`src/pva_pkg.sv`:
```
// Shared types, codes and pitch/level functions for the polyphonic voice allocator.
package pva_pkg;

    localparam logic [7:0] ST_NOTE_ON  = 8'd144;
    localparam logic [7:0] ST_NOTE_OFF = 8'd128;

    localparam logic CMD_SILENCE = 1'b0;
    localparam logic CMD_START   = 1'b1;

    localparam int FREQ_W = 22;
    localparam int AMP_W  = 16;

    typedef struct packed {
        logic [7:0]  status_byte;
        logic [6:0]  note_number;
        logic [6:0]  velocity;
        logic [15:0] delta_ticks;
    } t_in;

    typedef struct packed {
        logic              command;
        logic [2:0]        voice_index;
        logic [6:0]        note_out;
        logic [FREQ_W-1:0] frequency_q8;
        logic [AMP_W-1:0]  amplitude_q15;
        logic [2:0]        busy_count;
        logic              last;
    } t_out;

    typedef struct packed {
        logic latch;
        logic scan_start;
        logic scan_run;
        logic emit_kill;
        logic emit_free;
        logic emit_start;
    } t_cmd;

    typedef struct packed {
        logic is_on;
        logic is_off;
        logic stack_empty;
        logic scan_done;
        logic found;
        logic out_free;
    } t_sts;

    function automatic logic [FREQ_W-1:0] top_octave(input logic [3:0] slot);
        logic [FREQ_W-1:0] f;
        unique case (slot)
            4'd0:    f = 22'd1701088;
            4'd1:    f = 22'd1802240;
            4'd2:    f = 22'd1909406;
            4'd3:    f = 22'd2022946;
            4'd4:    f = 22'd2143236;
            4'd5:    f = 22'd2270680;
            4'd6:    f = 22'd2405701;
            4'd7:    f = 22'd2548752;
            4'd8:    f = 22'd2700308;
            4'd9:    f = 22'd2860877;
            4'd10:   f = 22'd3030994;
            4'd11:   f = 22'd3211226;
            default: f = '0;
        endcase
        return f;
    endfunction

    // octave = (note+4)/12 by reciprocal 171/2048, exact for values up to 131
    function automatic logic [FREQ_W-1:0] freq_q8(input logic [6:0] note);
        logic [7:0]  n4;
        logic [15:0] prod;
        logic [3:0]  oct;
        logic [7:0]  slot8;
        logic [3:0]  shamt;
        n4    = {1'b0, note} + 8'd4;
        prod  = 16'(n4) * 16'd171;
        oct   = prod[14:11];
        slot8 = n4 - {1'b0, oct, 3'b000} - {2'b00, oct, 2'b00};
        shamt = 4'd10 - oct;
        return top_octave(slot8[3:0]) >> shamt;
    endfunction

    // velocity*16384/63 = velocity*260 + floor(4*velocity/63)
    function automatic logic [AMP_W-1:0] amp_q15(input logic [6:0] vel);
        logic [15:0] base;
        logic [15:0] prod;
        base = 16'(vel) * 16'd260;
        prod = (16'({vel, 2'b00}) + 16'd1) * 16'd65;
        return base + (prod >> 12);
    endfunction

endpackage

```
`src/pva_ram.sv`:
```
// Generic single-write, single-read RAM with registered read data.
module pva_ram #(
    parameter int WIDTH = 8,
    parameter int DEPTH = 8
) (
    input  logic                     i_clk,
    input  logic                     i_we,
    input  logic [$clog2(DEPTH)-1:0] i_waddr,
    input  logic [WIDTH-1:0]         i_wdata,
    input  logic [$clog2(DEPTH)-1:0] i_raddr,
    output logic [WIDTH-1:0]         o_rdata
);

    logic [WIDTH-1:0] r_mem [DEPTH];
    logic [WIDTH-1:0] r_rdata;

    always_ff @(posedge i_clk) begin
        if (i_we) begin
            r_mem[i_waddr] <= i_wdata;
        end
        r_rdata <= r_mem[i_raddr];
    end

    assign o_rdata = r_rdata;

endmodule

```
`src/pva_ctrl.sv`:
```
// Event sequencer of the voice allocator: accept, scan, steal, free and start.
module pva_ctrl (
    input  logic          i_clk,
    input  logic          i_rst_n,
    input  logic          i_in_valid,
    output logic          o_in_stall,
    input  pva_pkg::t_sts i_sts,
    output pva_pkg::t_cmd o_cmd
);

    typedef enum logic [2:0] {
        S_IDLE,
        S_OLD_SCAN,
        S_KILL,
        S_POP,
        S_START,
        S_OFF_SCAN,
        S_FREE
    } t_state;

    t_state r_state;
    t_state n_state;
    logic   accept;

    assign accept     = i_in_valid && (r_state == S_IDLE);
    assign o_in_stall = (r_state != S_IDLE);

    always_comb begin
        n_state = r_state;
        o_cmd   = '0;
        unique case (r_state)
            S_IDLE: begin
                if (accept) begin
                    o_cmd.latch = 1'b1;
                    if (i_sts.is_on) begin
                        o_cmd.scan_start = 1'b1;
                        n_state = i_sts.stack_empty ? S_OLD_SCAN : S_POP;
                    end else if (i_sts.is_off) begin
                        o_cmd.scan_start = 1'b1;
                        n_state = S_OFF_SCAN;
                    end
                end
            end
            S_OLD_SCAN: begin
                o_cmd.scan_run = 1'b1;
                if (i_sts.scan_done) begin
                    n_state = S_KILL;
                end
            end
            S_KILL: begin
                if (i_sts.out_free) begin
                    o_cmd.emit_kill = 1'b1;
                    n_state = S_START;
                end
            end
            S_POP: begin
                n_state = S_START;
            end
            S_START: begin
                if (i_sts.out_free) begin
                    o_cmd.emit_start = 1'b1;
                    n_state = S_IDLE;
                end
            end
            S_OFF_SCAN: begin
                o_cmd.scan_run = 1'b1;
                if (i_sts.scan_done) begin
                    n_state = i_sts.found ? S_FREE : S_IDLE;
                end
            end
            S_FREE: begin
                if (i_sts.out_free) begin
                    o_cmd.emit_free = 1'b1;
                    n_state = S_IDLE;
                end
            end
            default: n_state = S_IDLE;
        endcase
    end

    always_ff @(posedge i_clk) begin
        if (!i_rst_n) begin
            r_state <= S_IDLE;
        end else begin
            r_state <= n_state;
        end
    end

endmodule

```
`src/pva_dp.sv`:
```
// Voice tables, free stack, voice scan and result register of the voice allocator.
module pva_dp #(
    parameter int VOICES    = 5,
    parameter int TIME_BITS = 32
) (
    input  logic          i_clk,
    input  logic          i_rst_n,
    input  pva_pkg::t_in  i_in_data,
    input  pva_pkg::t_cmd i_cmd,
    output pva_pkg::t_sts o_sts,
    input  logic          i_out_stall,
    output logic          o_out_valid,
    output pva_pkg::t_out o_out_data
);

    localparam int VW = $clog2(VOICES);
    localparam int CW = VW + 1;
    localparam logic [CW-1:0] NV       = CW'(VOICES);
    localparam logic [VW-1:0] LAST_IDX = VW'(VOICES - 1);

    logic [6:0]           r_note;
    logic [6:0]           r_vel;
    logic [TIME_BITS-1:0] r_time;
    logic [VOICES-1:0]    r_valid;
    logic [VOICES-1:0]    r_stk_wr;
    logic [CW-1:0]        r_depth;
    logic [CW-1:0]        r_busy;
    logic [CW-1:0]        r_scan_addr;
    logic                 r_cmp_vld;
    logic [VW-1:0]        r_cmp_idx;
    logic [TIME_BITS-1:0] r_min;
    logic [VW-1:0]        r_old;
    logic                 r_found;
    logic [VW-1:0]        r_hit;
    logic                 r_steal;
    logic                 r_out_vld;
    pva_pkg::t_out        r_out;

    logic [CW-1:0]        n_busy;
    logic [CW-1:0]        n_depth;
    pva_pkg::t_out        n_out;

    logic [6:0]           note_rdata;
    logic [TIME_BITS-1:0] start_rdata;
    logic [VW-1:0]        stk_rdata;
    logic [VW-1:0]        stk_ridx;
    logic [VW-1:0]        popped;
    logic [VW-1:0]        start_voice;
    logic                 scan_issue;
    logic                 note_hit;
    logic                 older;
    logic                 push;
    logic                 emit;
    logic                 out_free;

    assign scan_issue  = i_cmd.scan_run && (r_scan_addr < NV);
    assign stk_ridx    = VW'(r_depth - CW'(1));
    assign popped      = r_stk_wr[stk_ridx] ? stk_rdata : (LAST_IDX - stk_ridx);
    assign start_voice = r_steal ? r_old : popped;
    assign note_hit    = r_cmp_vld && r_valid[r_cmp_idx] && (note_rdata == r_note);
    assign older       = r_cmp_vld && ((r_cmp_idx == '0) || (start_rdata < r_min));
    assign push        = i_cmd.emit_free && (r_depth < NV);
    assign emit        = i_cmd.emit_kill || i_cmd.emit_free || i_cmd.emit_start;
    assign out_free    = !r_out_vld || !i_out_stall;

    always_comb begin
        o_sts.is_on       = (i_in_data.status_byte == pva_pkg::ST_NOTE_ON);
        o_sts.is_off      = (i_in_data.status_byte == pva_pkg::ST_NOTE_OFF);
        o_sts.stack_empty = (r_depth == '0);
        o_sts.scan_done   = r_cmp_vld && (r_cmp_idx == LAST_IDX);
        o_sts.found       = r_found || note_hit;
        o_sts.out_free    = out_free;
    end

    always_comb begin
        n_busy = r_busy;
        if (i_cmd.emit_start) begin
            n_busy = r_busy + CW'(1);
        end else if ((i_cmd.emit_kill || i_cmd.emit_free) && (r_busy != '0)) begin
            n_busy = r_busy - CW'(1);
        end
    end

    always_comb begin
        n_depth = r_depth;
        if (push) begin
            n_depth = r_depth + CW'(1);
        end else if (i_cmd.emit_start && !r_steal) begin
            n_depth = r_depth - CW'(1);
        end
    end

    always_comb begin
        n_out            = '0;
        n_out.command    = pva_pkg::CMD_SILENCE;
        n_out.busy_count = 3'(n_busy);
        if (i_cmd.emit_start) begin
            n_out.command       = pva_pkg::CMD_START;
            n_out.voice_index   = 3'(start_voice);
            n_out.note_out      = r_note;
            n_out.frequency_q8  = pva_pkg::freq_q8(r_note);
            n_out.amplitude_q15 = pva_pkg::amp_q15(r_vel);
            n_out.last          = 1'b1;
        end else if (i_cmd.emit_kill) begin
            n_out.voice_index = 3'(r_old);
        end else begin
            n_out.voice_index = 3'(r_hit);
            n_out.last        = 1'b1;
        end
    end

    pva_ram #(.WIDTH(7), .DEPTH(VOICES)) u_note_ram (
        .i_clk   (i_clk),
        .i_we    (i_cmd.emit_start),
        .i_waddr (start_voice),
        .i_wdata (r_note),
        .i_raddr (r_scan_addr[VW-1:0]),
        .o_rdata (note_rdata)
    );

    pva_ram #(.WIDTH(TIME_BITS), .DEPTH(VOICES)) u_start_ram (
        .i_clk   (i_clk),
        .i_we    (i_cmd.emit_start),
        .i_waddr (start_voice),
        .i_wdata (r_time),
        .i_raddr (r_scan_addr[VW-1:0]),
        .o_rdata (start_rdata)
    );

    pva_ram #(.WIDTH(VW), .DEPTH(VOICES)) u_stack_ram (
        .i_clk   (i_clk),
        .i_we    (push),
        .i_waddr (r_depth[VW-1:0]),
        .i_wdata (r_hit),
        .i_raddr (stk_ridx),
        .o_rdata (stk_rdata)
    );

    always_ff @(posedge i_clk) begin
        if (!i_rst_n) begin
            r_time      <= '0;
            r_valid     <= '0;
            r_stk_wr    <= '0;
            r_depth     <= NV;
            r_busy      <= '0;
            r_scan_addr <= '0;
            r_cmp_vld   <= 1'b0;
            r_found     <= 1'b0;
            r_steal     <= 1'b0;
            r_out_vld   <= 1'b0;
        end else begin
            if (i_cmd.latch) begin
                r_time  <= r_time + TIME_BITS'(i_in_data.delta_ticks);
                r_steal <= 1'b0;
            end else if (i_cmd.emit_kill) begin
                r_steal <= 1'b1;
            end

            if (i_cmd.scan_start) begin
                r_scan_addr <= '0;
                r_cmp_vld   <= 1'b0;
                r_found     <= 1'b0;
            end else begin
                r_scan_addr <= r_scan_addr + CW'(scan_issue);
                r_cmp_vld   <= scan_issue;
                if (note_hit && !r_found) begin
                    r_found <= 1'b1;
                end
            end

            if (i_cmd.emit_start) begin
                r_valid[start_voice] <= 1'b1;
            end else if (i_cmd.emit_kill) begin
                r_valid[r_old] <= 1'b0;
            end else if (i_cmd.emit_free) begin
                r_valid[r_hit] <= 1'b0;
            end

            if (push) begin
                r_stk_wr[r_depth[VW-1:0]] <= 1'b1;
            end

            r_depth <= n_depth;
            r_busy  <= n_busy;

            if (emit) begin
                r_out_vld <= 1'b1;
            end else if (!i_out_stall) begin
                r_out_vld <= 1'b0;
            end
        end
    end

    always_ff @(posedge i_clk) begin
        if (i_cmd.latch) begin
            r_note <= i_in_data.note_number;
            r_vel  <= i_in_data.velocity;
        end
        r_cmp_idx <= r_scan_addr[VW-1:0];
        if (older) begin
            r_min <= start_rdata;
            r_old <= r_cmp_idx;
        end
        if (!i_cmd.scan_start && note_hit && !r_found) begin
            r_hit <= r_cmp_idx;
        end
        if (emit) begin
            r_out <= n_out;
        end
    end

    assign o_out_valid = r_out_vld;
    assign o_out_data  = r_out;

endmodule

```
`src/polyphonic_voice_allocator.sv`:
```
// Top level of the polyphonic voice allocator.
// Takes one MIDI event per transaction and answers with voice commands. A note-on
// with a free voice pops it from the free stack and starts it; a note-off scans
// for its note and frees the voice if found; a note-on with no free voice scans for
// the oldest voice, kills it and starts it anew; any other status gives no result.
// Scans read voice note and start times one voice per cycle on a single read port.
// A result waits in an output register, so a stalled result holds back the next
// event only when that event itself has a result to deliver.
module polyphonic_voice_allocator #(
    parameter int VOICES    = 5,
    parameter int TIME_BITS = 32
) (
    input  logic          i_clk,
    input  logic          i_rst_n,
    input  logic          i_in_valid,
    output logic          o_in_stall,
    input  pva_pkg::t_in  i_in_data,
    output logic          o_out_valid,
    input  logic          i_out_stall,
    output pva_pkg::t_out o_out_data
);

    pva_pkg::t_cmd cmd;
    pva_pkg::t_sts sts;

    pva_ctrl u_ctrl (
        .i_clk      (i_clk),
        .i_rst_n    (i_rst_n),
        .i_in_valid (i_in_valid),
        .o_in_stall (o_in_stall),
        .i_sts      (sts),
        .o_cmd      (cmd)
    );

    pva_dp #(
        .VOICES    (VOICES),
        .TIME_BITS (TIME_BITS)
    ) u_dp (
        .i_clk       (i_clk),
        .i_rst_n     (i_rst_n),
        .i_in_data   (i_in_data),
        .i_cmd       (cmd),
        .o_sts       (sts),
        .i_out_stall (i_out_stall),
        .o_out_valid (o_out_valid),
        .o_out_data  (o_out_data)
    );

endmodule
```
`config.mk`:
```
export PLATFORM = sky130hd
export DESIGN_NAME = polyphonic_voice_allocator
export DESIGN_NICKNAME = d
export VERILOG_FILES = /design/src/pva_pkg.sv /design/src/pva_ram.sv /design/src/pva_ctrl.sv /design/src/pva_dp.sv /design/src/polyphonic_voice_allocator.sv
export SDC_FILE = /design/constraint.sdc
export NUM_CORES = 1
export LEC_CHECK = 0
export ABC_AREA = 1
export BUFFER_PORTS_ARGS = -buffer_cell sky130_fd_sc_hd__clkbuf_2
export CORE_MARGIN = 4
export CORE_UTILIZATION = 25
export DETAILED_ROUTE_END_ITERATION = 16
export PLACE_DENSITY = 0.48
export SYNTH_ARGS = -nofsm -noshare
export SYNTH_HDL_FRONTEND = slang
export SYNTH_SLANG_ARGS = --single-unit
```
`constraint.sdc`:
```
create_clock -name i_clk -period 13.8 [get_ports i_clk]
set_input_delay 1.38 -clock i_clk [delete_from_list [all_inputs] [get_ports i_clk]]
set_output_delay 1.38 -clock i_clk [all_outputs]
set_load 0.01 [all_outputs]
```
# Word level (Yosys, flattened, before mapping)
# Memory sizes are Yosys's and may differ from the RTL's. A register that Yosys moved wholly into a read port is not among the register bits.
# Cells that the tools add are included.
# Widths: inputs -> output; s select.
# classes
n_mux,50
order_cmp,13
n_bitwise,7
n_reduce_logical,39
n_mul,3
n_eq_ne,17
addsub,13
shifts,1
# op_table
op,n
$mux 3,12
$add 32x16->32,1
$lt 32x32->1,1
$lt 3x4->1 const B,6
$mux 22,1
$shr 22x4->22,1
$mux 1,20
$pmux 3 s6,1
$add 16x4->16,1
$eq 8x8->1 const B,2
$logic_and 1x1->1,16
$mul 16x7->16 const B,1
$mux 4,4
$mul 8x8->15 const B,1
$mux 5,3
$mul 7x7->14 const B,1
$demux 1 s3,4
$eq 3x3->1 const B,4
$ge 3x1->1 const B,4
$add 9x1->10 const B,1
$and 5x5->5,2
$not 5->5,2
$or 5x5->5,2
$add 4x1->4 const B,2
other kinds (25),50
# totals
mem_bits_rw,210
word_cells,172
rom_bits,352
memories,4
inputBits,42
register_bits,169
out_inout_bits,55
# mem_list
memory,depth,word_bits,read_ports,rd_clocked_by_memory_dff,wr,line,text
(name not given),16,22,1,0,0,pva_pkg.sv:50,unique case (slot)
u_dp.u_start_ram.r_mem,5,32,1,1,1,pva_ram.sv:14,logic [WIDTH-1:0] r_mem [DEPTH];
u_dp.u_note_ram.r_mem,5,7,1,1,1,pva_ram.sv:14,
u_dp.u_stack_ram.r_mem,5,3,1,1,1,pva_ram.sv:14,

# Longest topological paths before layout
# depth
word_depth,11
ltp_mapped,34

# Hierarchy
# A second synthesis with hierarchy kept.
# unflattened
hier_cells,2424
hier_area_um2,21435.6
# by_module_without_submodules
mod,cells_per_inst,seq_area_each_um2,area_each_um2,instances
pva_dp,1465,4374.2,11315.9,1
pva_ram at u_dp.u_start_ram,681,5445.2,7450.9,1
pva_ram at u_dp.u_note_ram,158,1191.1,1666.6,1
pva_ram at u_dp.u_stack_ram,74,510.5,734.5,1
pva_ctrl,46,60.1,267.8,1

# Worst setup path after synthesis
# No wires, ideal clock.
# synth_timing
path_kind,reg2reg
start,reg u_dp.r_note[2]
end,"reg u_dp.r_out, in the netlist u_dp.o_out_data[26], data pin"
required_ps,13548
setup_ps,252
arrival_time_ps,5397
path_stages_with_launch,30
slack_ps,8151
path_cell_list,edfxtp_1 > inv_1 > ha_1 > inv_1 > ha_1 > fa_1 > fa_1 > inv_1 > fa_1 > inv_1 > ha_1 > a21oi_1 > nor2_1 > nor2_2 > nand2_2 > nand2_2 > nand2_4 > ha_1 > buf_2 > xnor2_1 > nand2_1 > nand2_2 > buf_4 > o21ai_1 > nand3_1 > nand3_1 > nand3_1 > nand2_1 > nand2_1 > nand2_1
# synth_via
elab_chain_cells,7
word_cells_on_any_way,8
classes_between,4 x add/sub; 1 x mul; 1 x shift; 1 x mux; 1 x memory
# synth_rtl
element,line,text
"start, declared",pva_dp.sv:21,logic [6:0] r_note;
"start signal, assigned",pva_dp.sv:196,r_note <= i_in_data.note_number;
$add 7x3->8 *,pva_pkg.sv:75,"n4 = {1'b0, note} + 8'd4;"
$mul 8x8->15,pva_pkg.sv:76,prod = 16'(n4) * 16'd171;
$sub 4x4->4 (2 in series),pva_pkg.sv:78,"slot8 = n4 - {1'b0, oct, 3'b000} - {2'b00, oct, 2'b00};"
$mem_v2 16x22,--,
$mux 22,pva_dp.sv:97,if (i_cmd.emit_start) begin
$shr 22x4->22 *,pva_pkg.sv:80,return top_octave(slot8[3:0]) >> shamt;
"end signal, assigned",pva_dp.sv:208,r_out <= n_out;
"end, declared",pva_dp.sv:37,pva_pkg::t_out r_out;
# Every way passes the cells marked *; elsewhere a longest branch is shown, timed or not. The select of a mux whose other input is x is not followed.
# A chain may end at the register's enable or synchronous reset.

# Final worst setup path
# layout_timing
start,reg u_dp.r_note[2]
end,"reg u_dp.r_out, in the netlist u_dp.o_out_data[21], data pin"
# Same word-level chain as after synthesis.

==> out/qor.yml <==
ctsLongestPathBuffers: 3
synth_nets: 2249
wl_per_cell_um: 15.3
synth_mux_area_share_pct: 0
synthDominantCellAreaShare_pct: 46.6
cp_max_fo: 23
root_buffer: "clkbuf_16"
finalMaxSlewViolations: 0
syn_inst: 2087
status: "finished clean"
fin_nets: 2331
relSlewSlack_pct: 34.6
fp.coreArea_mm2: 0.0805
grt_pass1_vias: 14500
synth_edf_count: 315
worstPathArrival_ns: 7.58
postCtsHoldBufs: 0
max_cap_violations: 0
clock_latency_ns: 0.57
io_buffers: 96
synth-async-reset-ratio_pct: 0
period_share_pct: 51.7
wl_um: 50100
post_cts_buffers: 0
critical_path.endpoint_type: "flip-flop"
path_class: "reg2reg"
cts_tree: "yes"
crit_top_cell: "nand2_1"
synth_xor_area_share_pct: 1.77
drive_gt1_share_pct: 9.58
dieWidth_um: 293
drt_iter0_drc: 874
place.gp.congestion: 0.820
drc: 0
grt_pass1_wl_um: 80000
max_slew.worst_pin.slew_ns: 0.981
yosysSeqAreaShare_pct: 57.1
finalSetupViolations: 0
post-dp-hpwl_um: 32600
io_pins: 97
rows: 104
required_ns: 14.24
synth_fa_ha_area_share_pct: 7.88
cts-resized-gates: 0
routed_via_density: 4.43
firstDrtPassIters: 5
ys_warn_count: 0
syn_area_mm2: 0.0203
slowest_delay_ns: 0.86
gr-total-overflow: 0
synth_flop_cell: "edfxtp_1"
ys_ff_latch: 421
grt_max_degree: 81
timing.fmax_mhz: 140
fp.dieH_um: 293
antenna_found_initial: 3
rsz0062_at_grt: "false"
yosysUniqueCellTypes: 52
synth_top_family_by_area: "simple AND/OR/NAND/NOR gates"
clock-sinks: 421
synthTopCellsByArea: "edfxtp_1 (47%), dfxtp_1 (10%), ha_1 (6.6%), nand2_1 (6.1%), nor2_1 (5.8%)"
ant_nets: 0
die_area_mm2: 0.0858
hold_path_class: "reg2reg"
yosys.area.top_type: "edfxtp_1"
hold_violations: 0
cts-buffers-inserted: 44
area_delta_synth_final_pct: 15.0
tns_ns: 0
period_minus_slack_ns: 7.14
synth_area_per_cell_um2: 9.72
synth-compound-area-share_pct: 9.69
clk_pin_slew_ns: 0.06
htreeDepth: 2
vias: 14500
grt_usage_pct: 11.5
worst_setup_path_start_kind: "flip-flop"
fin_util_pct: 29.0
start_util_pct: 25.2
crit_slowest_cell: "ha_1"
fin_skew_ns: 0.0175
post_synth_and_or_nand_nor_area_fraction_pct: 17.9
layer usage:
metal | track usage (%) | routed length (um) | vias to the layer above
li1 | - | - | 7285
met1 | 14.8 | 22700 | 6898
met2 | 20.0 | 24600 | 233
met3 | 1.78 | 1770 | 55
met4 | 3.41 | 1040 | 2
met5 | 0 | 13 | -
placed cells by master (no fill, tap or decap), types with 3 or more instances in the layout:
| cell type | n |
|---|---|
| o21bai_1 | 13 |
| a211oi_1 | 3 |
| o21ai_1 | 10 |
| o21ai_0 | 150 |
| a21oi_1 | 91 |
| buf_4 | 15 |
| nor2_4 | 3 |
| clkbuf_2 | 96 |
| edfxtp_1 | 315 |
| inv_2 | 6 |
| o22ai_1 | 6 |
| clkinv_2 | 7 |
| a21o_1 | 5 |
| clkbuf_1 | 11 |
| xnor2_1 | 14 |
| a31oi_1 | 43 |
| ha_1 | 107 |
| nand2_2 | 6 |
| nand4_1 | 21 |
| o21a_1 | 9 |
| inv_1 | 209 |
| nand3b_1 | 3 |
| xor2_1 | 27 |
| nand2_1 | 329 |
| nor2_2 | 4 |
| nor3_1 | 21 |
| nand3_1 | 145 |
| o211ai_1 | 6 |
| bufinv_16 | 3 |
| fa_1 | 13 |
| nor4_1 | 7 |
| clkbuf_8 | 7 |
| dfxtp_1 | 105 |
| clkbuf_16 | 45 |
| nand2_4 | 3 |
| nor2_1 | 313 |
| clkinv_1 | 4 |
sequential cells by signal, indices dropped and copies added, names as in the netlist, 5 cells and up:
signal and flops:
u_dp.o_out_data 53, u_dp.r_min 32, u_dp.r_note 7, u_dp.r_stk_wr 5, u_dp.r_time 32, u_dp.r_valid 5, u_dp.r_vel 7, u_dp.u_note_ram.o_rdata 7
u_dp.u_note_ram.r_mem 35, u_dp.u_stack_ram.r_mem 15, u_dp.u_start_ram.o_rdata 32, u_dp.u_start_ram.r_mem 160
through the flow:
stage / setup WS, ns / cells / hold WS (ns) / instance area, um2
after floorplan: 8.15 / 2087 / 0.353 / 20300
after global placement: 6.83 / 3183 / 0.404 / 21900
after detailed placement: 6.70 / 3183 / 0.406 / 21900
after CTS: 6.68 / 3262 / 0.415 / 23300
after global routing: 6.08 / 3264 / 0.425 / 23300
final: 6.66 / 3264 / 0.415 / 23300
cells in the mapped netlist (2+ instances only):
cell type,n
a211oi_1,3
a21o_1,5
a21oi_1,92
a21oi_2,2
a31oi_1,43
buf_1,7
buf_2,12
buf_4,5
buf_6,2
clkbuf_1,47
clkbuf_2,2
dfxtp_1,106
edfxtp_1,315
fa_1,13
ha_1,107
inv_1,211
inv_2,5
nand2_1,329
nand2_2,6
nand2_4,3
nand3_1,145
nand3_2,2
nand3b_1,3
nand4_1,21
nand4_2,2
nor2_1,313
nor2_2,4
nor2_4,3
nor3_1,21
nor4_1,7
o211ai_1,6
o21a_1,9
o21ai_0,150
o21ai_1,10
o21bai_1,13
o221ai_1,2
o22ai_1,6
o41ai_1,2
xnor2_1,14
xor2_1,27
logic make-up (layout without fill, tap and decap cells):
group	after synthesis	after routing
and+or+nand+nor	862	862
DFF	421	421
AOI/OAI and AO/OA	351	351
buffers and inverters	292	407
adders and majority gates	120	120
xor gates and xnor gates	41	41
other	0	2
critical path, delay by kind of cell, from the launching register on:
kind | cells | cell delay [ns]
AND/OR/NAND/NOR | 13 | 1.71
AO/OA/AOI/OAI | 2 | 0.60
XOR/XNOR | 1 | 0.21
buffers and inverters | 4 | 0.41
adder cells (fa/ha/maj) | 7 | 3.46
flip-flops | 1 | 0.61
layout make-up:
type	count	area [um2]
tap	1060	1330
timing repair buffer	111	593
inverter	217	816
clock buffer	63	1260
multi-input combinational	1374	7570
fill	8335	57200
clock inverter	16	165
antenna	2	5.00
sequential	421	11600
worst paths after layout:
check | start | end | slack (ns) | cells past startpoint
worst max register to register | u_dp.r_note[2] | u_dp.o_out_data[21] | 6.66 | 27
worst min-delay path | u_dp.r_scan_addr[2] | u_dp.r_cmp_idx[2] | 0.42 | 0
worst min register to register | u_dp.r_scan_addr[2] | u_dp.r_cmp_idx[2] | 0.42 | 0
worst max-delay path | u_dp.r_note[2] | u_dp.o_out_data[21] | 6.66 | 27
Power is not shown: default switching activity piles up to over one toggle a cycle in this logic, so the estimate is an artifact.
